==> src/hw/rtl/taf_pkg.sv <==
// ----------------------------------------------------------------------------
// taf_pkg
// Shared types, widths and codes of the two-class age-ordered FIFO unit.
// ----------------------------------------------------------------------------
package taf_pkg;

    // Storage configuration.
    localparam int QUEUE_DEPTH  = 16;
    localparam int TAG_BITS     = 16;
    localparam int STAMP_BITS   = 16;

    localparam int ADDR_BITS    = (QUEUE_DEPTH > 1) ? $clog2(QUEUE_DEPTH) : 1;
    localparam int COUNT_BITS   = $clog2(QUEUE_DEPTH + 1);
    localparam int PTR_SUM_BITS = $clog2(2 * QUEUE_DEPTH);
    localparam int ENTRY_BITS   = TAG_BITS + STAMP_BITS;

    // Fixed port field widths.
    localparam int ACTION_BITS  = 2;
    localparam int STATUS_BITS  = 2;
    localparam int IN_TAG_BITS  = 16;
    localparam int OUT_TAG_BITS = 16;

    // Request actions.
    localparam logic [ACTION_BITS-1:0] ACT_ENQ  = 2'd0;
    localparam logic [ACTION_BITS-1:0] ACT_ANY  = 2'd1;
    localparam logic [ACTION_BITS-1:0] ACT_DEQ0 = 2'd2;
    localparam logic [ACTION_BITS-1:0] ACT_DEQ1 = 2'd3;

    // Response status codes.
    localparam logic [STATUS_BITS-1:0] STAT_OK    = 2'd0;
    localparam logic [STATUS_BITS-1:0] STAT_EMPTY = 2'd1;
    localparam logic [STATUS_BITS-1:0] STAT_FULL  = 2'd2;

    // One stored item: its tag and its arrival stamp.
    typedef struct packed {
        logic [TAG_BITS-1:0]   tag;
        logic [STAMP_BITS-1:0] stamp;
    } entry_t;

    // Commands to one queue's pointer block.
    typedef struct packed {
        logic push;
        logic pop;
    } ptr_cmd_t;

    // State reported by one queue's pointer block.
    typedef struct packed {
        logic [ADDR_BITS-1:0]  head;
        logic [ADDR_BITS-1:0]  tail;
        logic [COUNT_BITS-1:0] count;
        logic                  empty;
        logic                  full;
    } ptr_stat_t;

endpackage

==> src/hw/rtl/taf_channels.sv <==
// ----------------------------------------------------------------------------
// taf_channels
// Valid/ready channel interfaces for the request and response beats.
// ----------------------------------------------------------------------------
interface taf_req_if;
    import taf_pkg::*;

    logic                   valid;
    logic                   ready;
    logic [ACTION_BITS-1:0] action;
    logic                   item_class;
    logic [IN_TAG_BITS-1:0] item_tag;

    modport source (output valid, output action, output item_class, output item_tag,
                    input ready);
    modport sink   (input valid, input action, input item_class, input item_tag,
                    output ready);
endinterface

interface taf_rsp_if;
    import taf_pkg::*;

    logic                    valid;
    logic                    ready;
    logic [STATUS_BITS-1:0]  status;
    logic                    out_class;
    logic [OUT_TAG_BITS-1:0] out_tag;

    modport source (output valid, output status, output out_class, output out_tag,
                    input ready);
    modport sink   (input valid, input status, input out_class, input out_tag,
                    output ready);
endinterface

==> src/hw/rtl/taf_ram.sv <==
// ----------------------------------------------------------------------------
// taf_ram
// Simple dual-port RAM: one write port, one read port with registered data.
// ----------------------------------------------------------------------------
module taf_ram #(
    parameter int DATA_BITS = 32,
    parameter int DEPTH     = 16,
    parameter int ADDR_BITS = (DEPTH > 1) ? $clog2(DEPTH) : 1
) (
    input  logic                 clk,
    input  logic                 wr_en,
    input  logic [ADDR_BITS-1:0] wr_addr,
    input  logic [DATA_BITS-1:0] wr_data,
    input  logic                 rd_en,
    input  logic [ADDR_BITS-1:0] rd_addr,
    output logic [DATA_BITS-1:0] rd_data
);

    logic [DATA_BITS-1:0] mem [DEPTH];

    always_ff @(posedge clk)
    begin
        if (wr_en)
        begin
            mem[wr_addr] <= wr_data;
        end
    end

    always_ff @(posedge clk)
    begin
        if (rd_en)
        begin
            rd_data <= mem[rd_addr];
        end
    end

endmodule

==> src/hw/rtl/taf_queue_ptr.sv <==
// ----------------------------------------------------------------------------
// taf_queue_ptr
// Head index and fill count of one circular queue, with derived tail index.
// ----------------------------------------------------------------------------
module taf_queue_ptr (
    input  logic                clk,
    input  logic                rst_n,
    input  taf_pkg::ptr_cmd_t   cmd,
    output taf_pkg::ptr_stat_t  stat
);
    import taf_pkg::*;

    logic [ADDR_BITS-1:0]    head_reg;
    logic [ADDR_BITS-1:0]    head_next;
    logic [COUNT_BITS-1:0]   count_reg;
    logic [COUNT_BITS-1:0]   count_next;
    logic [PTR_SUM_BITS-1:0] tail_sum;
    logic [PTR_SUM_BITS-1:0] tail_wrap;

    // The tail sits count entries past the head, wrapped once at most.
    assign tail_sum  = PTR_SUM_BITS'(head_reg) + PTR_SUM_BITS'(count_reg);
    assign tail_wrap = (tail_sum >= PTR_SUM_BITS'(QUEUE_DEPTH))
                     ? tail_sum - PTR_SUM_BITS'(QUEUE_DEPTH) : tail_sum;

    always_comb
    begin
        head_next  = head_reg;
        count_next = count_reg;
        if (cmd.pop)
        begin
            head_next = (head_reg == ADDR_BITS'(QUEUE_DEPTH - 1))
                      ? '0 : head_reg + ADDR_BITS'(1);
        end
        if (cmd.push && !cmd.pop)
        begin
            count_next = count_reg + COUNT_BITS'(1);
        end
        else if (cmd.pop && !cmd.push)
        begin
            count_next = count_reg - COUNT_BITS'(1);
        end
    end

    always_ff @(posedge clk or negedge rst_n)
    begin
        if (!rst_n)
        begin
            head_reg  <= '0;
            count_reg <= '0;
        end
        else
        begin
            head_reg  <= head_next;
            count_reg <= count_next;
        end
    end

    assign stat.head  = head_reg;
    assign stat.tail  = tail_wrap[ADDR_BITS-1:0];
    assign stat.count = count_reg;
    assign stat.empty = (count_reg == '0);
    assign stat.full  = (count_reg == COUNT_BITS'(QUEUE_DEPTH));

endmodule

==> src/hw/rtl/two_class_age_ordered_fifo_unit.sv <==
// ----------------------------------------------------------------------------
// two_class_age_ordered_fifo_unit
// Two class FIFOs held in synchronous RAMs, ordered by a global arrival stamp.
// ----------------------------------------------------------------------------
// Sequencing: an enqueue beat loads the response register at the accepting
// edge; a dequeue beat reads both RAM heads (registered read data), then
// loads it from the read state. Throughput: one enqueue per cycle while the
// response is ready; a dequeue blocks new requests until it leaves ST_READ.
// Reset: rst_n clears head indexes, fill counts, the arrival counter and the
// response valid; RAM contents are not reset; an empty head read is ignored.
// ----------------------------------------------------------------------------
module two_class_age_ordered_fifo_unit (
    input  logic        clk,
    input  logic        rst_n,
    taf_req_if.sink     req,
    taf_rsp_if.source   rsp
);
    import taf_pkg::*;

    // Control states: idle takes requests, read waits for the RAM heads.
    localparam logic ST_IDLE = 1'b0;
    localparam logic ST_READ = 1'b1;

    logic                    state_reg;
    logic                    state_next;
    logic [ACTION_BITS-1:0]  act_reg;
    logic [STAMP_BITS-1:0]   stamp_reg;
    logic [STAMP_BITS-1:0]   stamp_next;

    logic                    out_valid_reg;
    logic                    out_valid_next;
    logic [STATUS_BITS-1:0]  out_status_reg;
    logic [STATUS_BITS-1:0]  out_status_next;
    logic                    out_class_reg;
    logic                    out_class_next;
    logic [OUT_TAG_BITS-1:0] out_tag_reg;
    logic [OUT_TAG_BITS-1:0] out_tag_next;

    logic                    accept;
    logic                    out_free;
    logic                    is_enq;
    logic                    enq_full;
    logic                    commit;
    logic                    rd_en;

    ptr_cmd_t                cmd0;
    ptr_cmd_t                cmd1;
    ptr_stat_t               stat0;
    ptr_stat_t               stat1;

    entry_t                  wr_entry;
    entry_t                  rd_entry0;
    entry_t                  rd_entry1;
    entry_t                  pick_entry;
    logic [STAMP_BITS-1:0]   stamp_diff;
    logic                    older0;
    logic                    pick_cls;
    logic                    pick_empty;

    // ------------------------------------------------------------------------
    // Handshake. A request is taken only in the idle state and only when the
    // response register is free or is being drained in the same cycle, so an
    // enqueue response can always be loaded at the accepting edge and a
    // dequeue response finds the register free in the read state.
    // ------------------------------------------------------------------------
    assign out_free  = !out_valid_reg || rsp.ready;
    assign req.ready = (state_reg == ST_IDLE) && out_free;
    assign accept    = req.valid && req.ready;
    assign is_enq    = (req.action == ACT_ENQ);
    assign enq_full  = req.item_class ? stat1.full : stat0.full;

    // ------------------------------------------------------------------------
    // Enqueue path. The item is written at the tail of its class queue in the
    // accepting cycle together with the current arrival stamp. A full queue
    // refuses the item and the stamp does not advance.
    // ------------------------------------------------------------------------
    assign wr_entry.tag   = TAG_BITS'(req.item_tag);
    assign wr_entry.stamp = stamp_reg;

    assign cmd0.push = accept && is_enq && !req.item_class && !stat0.full;
    assign cmd1.push = accept && is_enq &&  req.item_class && !stat1.full;

    assign stamp_next = (cmd0.push || cmd1.push) ? stamp_reg + STAMP_BITS'(1) : stamp_reg;

    // ------------------------------------------------------------------------
    // Dequeue path. Both head entries are read at the accepting edge; in the
    // read state their stamps are compared and one queue may be popped.
    // Writes happen only at enqueue acceptance, which never overlaps a
    // pending read, so no forwarding is needed.
    // ------------------------------------------------------------------------
    assign rd_en  = accept && !is_enq;
    assign commit = (state_reg == ST_READ) && out_free;

    // Wrap-aware age test: class 0 is older when the stamp difference is
    // negative; equal stamps go to class 1.
    assign stamp_diff = rd_entry0.stamp - rd_entry1.stamp;
    assign older0     = stamp_diff[STAMP_BITS-1];

    always_comb
    begin
        unique case (act_reg)
            ACT_DEQ0: pick_cls = 1'b0;
            ACT_DEQ1: pick_cls = 1'b1;
            ACT_ANY:
            begin
                if (!stat0.empty && !stat1.empty)
                begin
                    pick_cls = !older0;
                end
                else
                begin
                    // Only one queue holds items, or none: with none, the
                    // response reports class 0 as empty.
                    pick_cls = stat0.empty && !stat1.empty;
                end
            end
            ACT_ENQ:  pick_cls = 1'b0;
        endcase
    end

    assign pick_empty = pick_cls ? stat1.empty : stat0.empty;
    assign pick_entry = pick_cls ? rd_entry1 : rd_entry0;

    assign cmd0.pop = commit && !pick_empty && !pick_cls;
    assign cmd1.pop = commit && !pick_empty &&  pick_cls;

    // ------------------------------------------------------------------------
    // State sequencing and response register.
    // ------------------------------------------------------------------------
    always_comb
    begin
        state_next = state_reg;
        if (accept && !is_enq)
        begin
            state_next = ST_READ;
        end
        else if (commit)
        begin
            state_next = ST_IDLE;
        end
    end

    always_comb
    begin
        out_valid_next  = out_valid_reg;
        out_status_next = out_status_reg;
        out_class_next  = out_class_reg;
        out_tag_next    = out_tag_reg;
        if (accept && is_enq)
        begin
            out_valid_next  = 1'b1;
            out_status_next = enq_full ? STAT_FULL : STAT_OK;
            out_class_next  = req.item_class;
            out_tag_next    = '0;
        end
        else if (commit)
        begin
            out_valid_next  = 1'b1;
            out_status_next = pick_empty ? STAT_EMPTY : STAT_OK;
            out_class_next  = pick_cls;
            out_tag_next    = pick_empty ? '0 : OUT_TAG_BITS'(pick_entry.tag);
        end
        else if (rsp.ready)
        begin
            out_valid_next = 1'b0;
        end
    end

    always_ff @(posedge clk or negedge rst_n)
    begin
        if (!rst_n)
        begin
            state_reg     <= ST_IDLE;
            stamp_reg     <= '0;
            out_valid_reg <= 1'b0;
            act_reg       <= ACT_ENQ;
        end
        else
        begin
            state_reg     <= state_next;
            stamp_reg     <= stamp_next;
            out_valid_reg <= out_valid_next;
            if (accept)
            begin
                act_reg <= req.action;
            end
        end
    end

    always_ff @(posedge clk)
    begin
        out_status_reg <= out_status_next;
        out_class_reg  <= out_class_next;
        out_tag_reg    <= out_tag_next;
    end

    assign rsp.valid     = out_valid_reg;
    assign rsp.status    = out_status_reg;
    assign rsp.out_class = out_class_reg;
    assign rsp.out_tag   = out_tag_reg;

    // ------------------------------------------------------------------------
    // Queue pointers and storage.
    // ------------------------------------------------------------------------
    taf_queue_ptr u_ptr0 (
        .clk   (clk),
        .rst_n (rst_n),
        .cmd   (cmd0),
        .stat  (stat0)
    );

    taf_queue_ptr u_ptr1 (
        .clk   (clk),
        .rst_n (rst_n),
        .cmd   (cmd1),
        .stat  (stat1)
    );

    taf_ram #(
        .DATA_BITS (ENTRY_BITS),
        .DEPTH     (QUEUE_DEPTH)
    ) u_store0 (
        .clk     (clk),
        .wr_en   (cmd0.push),
        .wr_addr (stat0.tail),
        .wr_data (wr_entry),
        .rd_en   (rd_en),
        .rd_addr (stat0.head),
        .rd_data (rd_entry0)
    );

    taf_ram #(
        .DATA_BITS (ENTRY_BITS),
        .DEPTH     (QUEUE_DEPTH)
    ) u_store1 (
        .clk     (clk),
        .wr_en   (cmd1.push),
        .wr_addr (stat1.tail),
        .wr_data (wr_entry),
        .rd_en   (rd_en),
        .rd_addr (stat1.head),
        .rd_data (rd_entry1)
    );

    // ------------------------------------------------------------------------
    // Assertions.
    // ------------------------------------------------------------------------

    // Fill counts never exceed the queue depth.
    assert property (@(posedge clk) disable iff (!rst_n)
        (stat0.count <= COUNT_BITS'(QUEUE_DEPTH)) && (stat1.count <= COUNT_BITS'(QUEUE_DEPTH)))
    else $error("queue fill count above depth");

    // An accepted dequeue completes in the following cycle.
    assert property (@(posedge clk) disable iff (!rst_n)
        (accept && !is_enq) |=> (state_reg == ST_READ) && commit)
    else $error("dequeue did not complete one cycle after acceptance");

    // Every accepted enqueue leaves the response register loaded with a zero tag.
    assert property (@(posedge clk) disable iff (!rst_n)
        (accept && is_enq) |=> out_valid_reg && (out_tag_reg == '0))
    else $error("enqueue response missing");

    // The arrival stamp advances only when an item is actually stored.
    assert property (@(posedge clk) disable iff (!rst_n)
        !(cmd0.push || cmd1.push) |=> $stable(stamp_reg))
    else $error("arrival stamp moved without a store");

endmodule
==> src/flat_wrapper.sv <==
// flat-port wrapper written by rule: the top's interface ports become plain ports
module two_class_age_ordered_fifo_unit_flat import taf_pkg::*;
  (clk, rst_n, req_valid, req_action, req_item_class, req_item_tag, req_ready, rsp_valid, rsp_status, rsp_out_class, rsp_out_tag, rsp_ready);
  taf_req_if req_i ();
  taf_rsp_if rsp_i ();
  input  logic clk;
  input  logic rst_n;
  input wire logic [$bits(req_i.valid)-1:0] req_valid;
  input wire logic [$bits(req_i.action)-1:0] req_action;
  input wire logic [$bits(req_i.item_class)-1:0] req_item_class;
  input wire logic [$bits(req_i.item_tag)-1:0] req_item_tag;
  output wire logic [$bits(req_i.ready)-1:0] req_ready;
  output wire logic [$bits(rsp_i.valid)-1:0] rsp_valid;
  output wire logic [$bits(rsp_i.status)-1:0] rsp_status;
  output wire logic [$bits(rsp_i.out_class)-1:0] rsp_out_class;
  output wire logic [$bits(rsp_i.out_tag)-1:0] rsp_out_tag;
  input wire logic [$bits(rsp_i.ready)-1:0] rsp_ready;
  assign req_i.valid = req_valid;
  assign req_i.action = req_action;
  assign req_i.item_class = req_item_class;
  assign req_i.item_tag = req_item_tag;
  assign req_ready = req_i.ready;
  assign rsp_valid = rsp_i.valid;
  assign rsp_status = rsp_i.status;
  assign rsp_out_class = rsp_i.out_class;
  assign rsp_out_tag = rsp_i.out_tag;
  assign rsp_i.ready = rsp_ready;
  two_class_age_ordered_fifo_unit u_core (.clk(clk), .rst_n(rst_n), .req(req_i), .rsp(rsp_i));
endmodule
==> config.mk <==
export PLATFORM = sky130hd
export DESIGN_NAME = two_class_age_ordered_fifo_unit_flat
export DESIGN_NICKNAME = d
export VERILOG_FILES = /design/src/hw/rtl/taf_pkg.sv /design/src/hw/rtl/taf_channels.sv /design/src/hw/rtl/taf_ram.sv /design/src/hw/rtl/taf_queue_ptr.sv /design/src/hw/rtl/two_class_age_ordered_fifo_unit.sv /design/src/flat_wrapper.sv
export SDC_FILE = /design/constraint.sdc
export NUM_CORES = 1
export LEC_CHECK = 0
export BUFFER_PORTS_ARGS = -buffer_cell sky130_fd_sc_hd__buf_2
export CAP_MARGIN = 20
export CORE_MARGIN = 2
export CORE_UTILIZATION = 31
export DETAILED_ROUTE_END_ITERATION = 8
export SLEW_MARGIN = 25
export SYNTH_ARGS = -nofsm -noshare
export SYNTH_HDL_FRONTEND = slang
export SYNTH_SLANG_ARGS = --single-unit
==> constraint.sdc <==
create_clock -name clk -period 11.6 [get_ports clk]
set_input_delay 3.48 -clock clk [delete_from_list [all_inputs] [get_ports clk]]
set_output_delay 3.48 -clock clk [all_outputs]
set_load 0.02 [all_outputs]
# Yosys cells after proc, flatten, opt, wreduce, memory -nomap -nowiden
# Memories as Yosys holds them, arrays and structs flattened. A register that Yosys moved wholly into a read port is not among the register bits.
# Index checks and enable logic that the tools add are counted.
[totals]
reg_bits = 57
ram_bits = 1024
word_cells = 108
n_memories = 2
[op_classes]
n_addsub = 12
magnitude_cmp = 2
eq_ne = 7
n_mux = 29
n_bitwise = 1
n_reduce_logical = 44
[memory_table]
columns = ["name", "words", "word_bits", "rd", "rd_ports_with_merged_regs", "wr", "line_no", "rtl"]
rows = [
  ["u_core.u_store0.mem", 16, 32, 1, 1, 1, "taf_ram.sv:19", "logic [DATA_BITS-1:0] mem [DEPTH];"],
  ["u_core.u_store1.mem", 16, 32, 1, 1, 1, "taf_ram.sv:19", ""],
]
[op_table]
columns = ["operator", "n"]
rows = [
  ["32-bit 2-to-1 mux", 1],
  ["5-bit 2-to-1 mux", 4],
  ["1-bit logical AND", 18],
  ["16-bit by 1-bit adder with 16-bit output (second input constant)", 1],
  ["16-bit 2-to-1 mux", 1],
  ["4-bit 2-to-1 mux", 4],
  ["16-bit subtractor", 1],
  ["1-bit 2-to-1 mux", 15],
  ["1-bit logical NOT", 14],
  ["4-bit by 5-bit adder with 5-bit output", 2],
  ["5-bit by 1-bit adder with 5-bit output (second input constant)", 2],
  ["5-bit == test (second input constant)", 2],
  ["5-bit greater-or-equal comparator (second input constant)", 2],
  ["5-bit logical NOT", 2],
  ["5-bit by 1-bit subtractor with 5-bit output (second input constant)", 2],
  ["4-bit by 1-bit adder with 4-bit output (second input constant)", 2],
  ["4-bit == test (second input constant)", 2],
  ["2-bit nonzero test", 4],
  ["4-bit by 1-bit subtractor with 4-bit output (second input constant)", 2],
  ["2-bit 2-to-1 mux", 3],
  ["2-bit == test (second input constant)", 2],
  ["2-bit logical NOT", 2],
  ["1-bit case mux with 3 select lines", 1],
  ["3-bit nonzero test", 1],
  ["4 further kinds", 5],
]

# Depth between registers and ports, before layout
[logic_depth]
word_depth = 12
depth_mapped = 17
mapped_depth_nobuf = 17

# Cells and area by module
# Synthesis repeated with hierarchy kept, for this count alone.
[hier_totals]
hier_cells = 2091
area_unflattened_um2 = 44166.1
[modules_own_cells]
columns = ["mod", "n_inst", "cells_per_inst", "area_each_um2", "seq_area_each_um2"]
rows = [
  ["taf_ram", 2, 838, 20174.3, 16335.7],
  ["two_class_age_ordered_fifo_unit", 1, 271, 2438.6, 910.9],
  ["taf_queue_ptr", 2, 72, 689.4, 225.2],
]

# Worst setup path before layout
# OpenSTA, ideal clock, no wires.
[synth_timing]
kind = "input -> output"
startpoint = "input rsp_ready"
endpoint = "output req_ready"
t_arrival_ns = 3.877
required_time_ns = 8.120
path_slack_ns = 4.243
stages = 2
cell_sequence = "nor2b_1 -> nor2_1"
[synth_via]
elab_chain_len = 2
[synth_rtl]
columns = ["item", "line_no", "rtl"]
rows = [
  ["from (decl)", "flat_wrapper.sv:17", "input wire logic [$bits(rsp_i.ready)-1:0] rsp_ready;"],
  ["1-bit logical OR", "two_class_age_ordered_fifo_unit.sv:66", "assign out_free = !out_valid_reg || rsp.ready;"],
  ["1-bit logical AND", "two_class_age_ordered_fifo_unit.sv:67", "assign req.ready = (state_reg == ST_IDLE) && out_free;"],
  ["to (decl)", "flat_wrapper.sv:12", "output wire logic [$bits(req_i.ready)-1:0] req_ready;"],
]
# No other way between the ends.

# Worst setup path after layout
# Same ends and word-level chain as after synthesis.

==> flow_summary_export.csv <==
group,metric,value,unit
floorplanning,coreArea,142000,sq um
floorplanning,pin_count,44,
cts,cts_setup_buffers,0,
final_layout,reg_top3,"u_core.u_store0.mem: 512 flops, u_core.u_store1.mem: 512 flops",
final_layout,layout.nets,2286,
detailed_routing,drc,0,
sta,clock_skew,30.3,ps
sta,rsz0062_at_grt,"false",
cts,cts_buffer_depth,3,
yosys,yosysWarnings,0,
yosys,synthCells,2116,
cts,cts_root_buf,"clkbuf_16",
pwr,intPower,7.95,mW
cts,htreeDepth,3,
sta,period_needed,7520,ps
critical_path,crit_end,"req_ready",
outcome,outcome,"finished clean",
cts,clock_latency,690,ps
global_route,grt_first_pass_wirelength,148000,um
yosys,synth_area,44200,sq um
global_route,grt_max_degree,123,
final_layout,utilization,35.9,%
place,hpwl,58900,um
yosys,syn-num-nets,2174,
detailed_routing,drtIter0Drc,2389,
critical_path,critPathRequiredTime,8120,ps
sta,fmax,133,MHz
sta,layout_setup_ws,4080,ps
sta,setup_tns,0,ps
sta,relSlewSlack,27.1,%
detailed_routing,routedWlPerCell,24.1,um
place,place_ws,4100,ps
critical_path,path_class,"in -> out",
floorplanning,initial_core_util,31.2,%
detailed_routing,drtAntennaViolNets,0,
sta,final-hold-violation-count,0,
place,io_buffers,43,
detailed_routing,vias,21097,
global_route,grtUsageTotal,13.8,%
sta,fin_crit_sh,64.8,%
global_route,overflow,0,
pwr,peakVddDrop,0.164,mV
yosys,syn_avg_cell_area,20.9,sq um
sta,setup_viol,0,
cts,cts_tree,"built",
floorplanning,dieArea,146000,sq um
final_layout,drive_gt1_share,25.3,%
critical_path,rr_startpoint,"u_core.u_store1.rd_data[8]",
yosys,synth_cell_types,56,
final_layout,area_growth,15.1,%
cts,cts-resized-gates,0,
detailed_routing,wirelength,102000,um
critical_path,critPathLaunch,"rsp_ready",
critical_path,worstPathMaxFanout,4,
critical_path,startpoint_type,"input port",
global_route,grt_pass1_vias,21717,
cts,clk_transition_reported_paths,60,ps
global_route,antenna_found_initial,5,
worst_hold_path,hp-class,"reg -> reg",
floorplanning,die_h,382,um
pwr,p_sw_share,29.9,%
critical_path,worstSetupEndpointType,"output port",
place,gp_congestion,0.791,
critical_path,reg2reg_to,"u_core.u_ptr1.count_reg[4]",
floorplanning,die_w,382,um
pwr,power.net_switching,3.39,mW
pwr,combPwrFrac,24.0,%
critical_path,cp.arrival,4040,ps
yosys,ys_seq_area_share,77.0,%
critical_path,reg2reg_depth,18,
critical_path,reg2reg_slack,7330,ps
yosys,synth-seq-cells,1145,
cts,cts_hold_buf,0,
pwr,clkPwrFrac,30.9,%
pwr,p_seq_share,45.1,%
detailed_routing,dr.pass1.iters,5,
pwr,power,11.3,mW
run,drv_cap,0,
sta,tightestPinTransition,1090,ps
sta,timing_max_transition_violations_final,0,
floorplanning,rows,138,
pwr,power.leakage,16.3,nW
detailed_routing,vias_per_cell,5.01,
cts,cts_buffers,112,
pwr,powerDensity,223,nW/um^2
cts,cts_sinks,1145,
-- cells by family after synthesis --
kind of cell    share of synthesized area (%)
simple gates                             1.93
compound gates                           3.07
xor+xnor                                0.753
fa+ha+maj                                1.06
flops                                    77.0
mux                                      15.0
buf+inv                                  1.14
-- cell usage in the layout (no fill, tap or decap), types with 4 or more instances in the layout --
cell type	synthesis	layout
a21oi_1	44	44
buf_4	1	39
nor2_4	0	33
dfrtp_2	0	14
nand3_1	9	9
mux2i_1	118	118
inv_1	19	19
o21ai_1	16	16
xnor2_1	24	24
buf_16	0	12
a31oi_1	4	4
edfxtp_1	1091	1091
diode_2	0	4
mux2_2	33	33
mux4_2	224	224
clkinv_2	0	23
a221oi_1	32	32
xor2_1	14	14
a22oi_1	33	33
ha_1	31	31
o21ai_0	65	65
dfrtp_1	38	20
a21o_1	9	9
dfrtp_4	0	4
nand3b_1	4	4
bufinv_16	0	7
clkinvlp_4	0	5
inv_6	0	4
clkbuf_1	56	26
clkbuf_16	0	114
fa_1	4	4
nand2_1	91	90
nor2_1	49	16
clkinv_1	0	17
buf_2	29	42
and3_1	4	4
dfxtp_1	16	16
-- worst max-delay path, stage by stage --
cell,delay [ps]
buf_2,80
nor2b_1,50
nor2_1,200
buf_2,220
-- cell type report --
cell class | count | area [sq um]
inverter | 20 | 75.1
sequential | 1145 | 34100
clock inverter | 60 | 532
tap | 1890 | 2360
fill | 12882 | 90700
timing repair buffer | 98 | 911
clock buffer | 143 | 2990
antenna | 4 | 10.0
multi-input combinational | 851 | 9920
-- power groups by stage --
stage	clock network (mW)	registers, mW	logic (mW)
after floorplan	0	5.04	1.93
final	3.50	5.12	2.72
after detailed placement	0	5.20	2.74
after global placement	0	5.19	2.69
after global routing	3.73	5.15	2.92
after CTS	3.57	5.12	2.75
-- worst min path at each step --
stage	cells after the start	to	slack (ps)	startpoint
final	2	u_core.rsp.out_tag[12]	450	u_core.rsp.out_tag[12]
after global routing	2	u_core.rsp.out_tag[5]	470	u_core.rsp.out_tag[5]
after CTS	2	u_core.rsp.out_tag[12]	450	u_core.rsp.out_tag[12]
after detailed placement	2	u_core.rsp.out_tag[12]	450	u_core.rsp.out_tag[12]
after global placement	2	u_core.rsp.out_tag[10]	440	u_core.rsp.out_tag[10]
after floorplan	1	u_core.state_reg	480	u_core.state_reg
-- Yosys cell counts, drive strengths merged --
library cell	instances	share of area (%)
mux4	224	11
buf	44	0.50
nor2b	3	0.059
nand2	91	0.77
a21oi	45	0.52
dfxtp	16	0.72
a311oi	1	0.034
o21a	2	0.034
ha	31	0.88
nand4	3	0.042
mux2	35	0.89
a22o	1	0.020
and3	4	0.057
a22oi	33	0.56
a221oi	32	0.63
dfrtp	38	2.2
o21ai	82	0.94
inv	20	0.17
a211oi	2	0.034
and2	2	0.028
edfxtp	1091	74
fa	4	0.18
mux2i	119	2.7
or4	1	0.025
o31ai	3	0.051
nand3b	4	0.068
a41o	1	0.023
nand3	12	0.17
nor2	52	0.46
xor2	14	0.28
and4	1	0.020
nand4b	1	0.034
nor3	3	0.045
a21o	9	0.15
nand2b	3	0.048
or3b	2	0.040
xnor2	24	0.48
a31oi	4	0.057
nor4	2	0.062
clkbuf	56	0.48
o31a	1	0.020
-- metal layers --
layer	GRT usage (%)	wire [um]	vias to the layer above
met5	0	0	-
met4	3.43	1940	0
met3	2.32	6150	139
met2	21.8	47900	657
met1	19.7	45600	11336
li1	-	-	8965
-- through the flow --
stage	cell area [sq um]	instances	hold WS (ps)
3_3_place_gp	46900	3990	437
2_1_floorplan	44200	2116	479
3_5_place_dp	47300	4004	446
6_report	50900	4211	450
5_1_grt	50900	4207	472
4_1_cts	50800	4207	454
No activity file was read; power rests on OpenSTA's default activity.
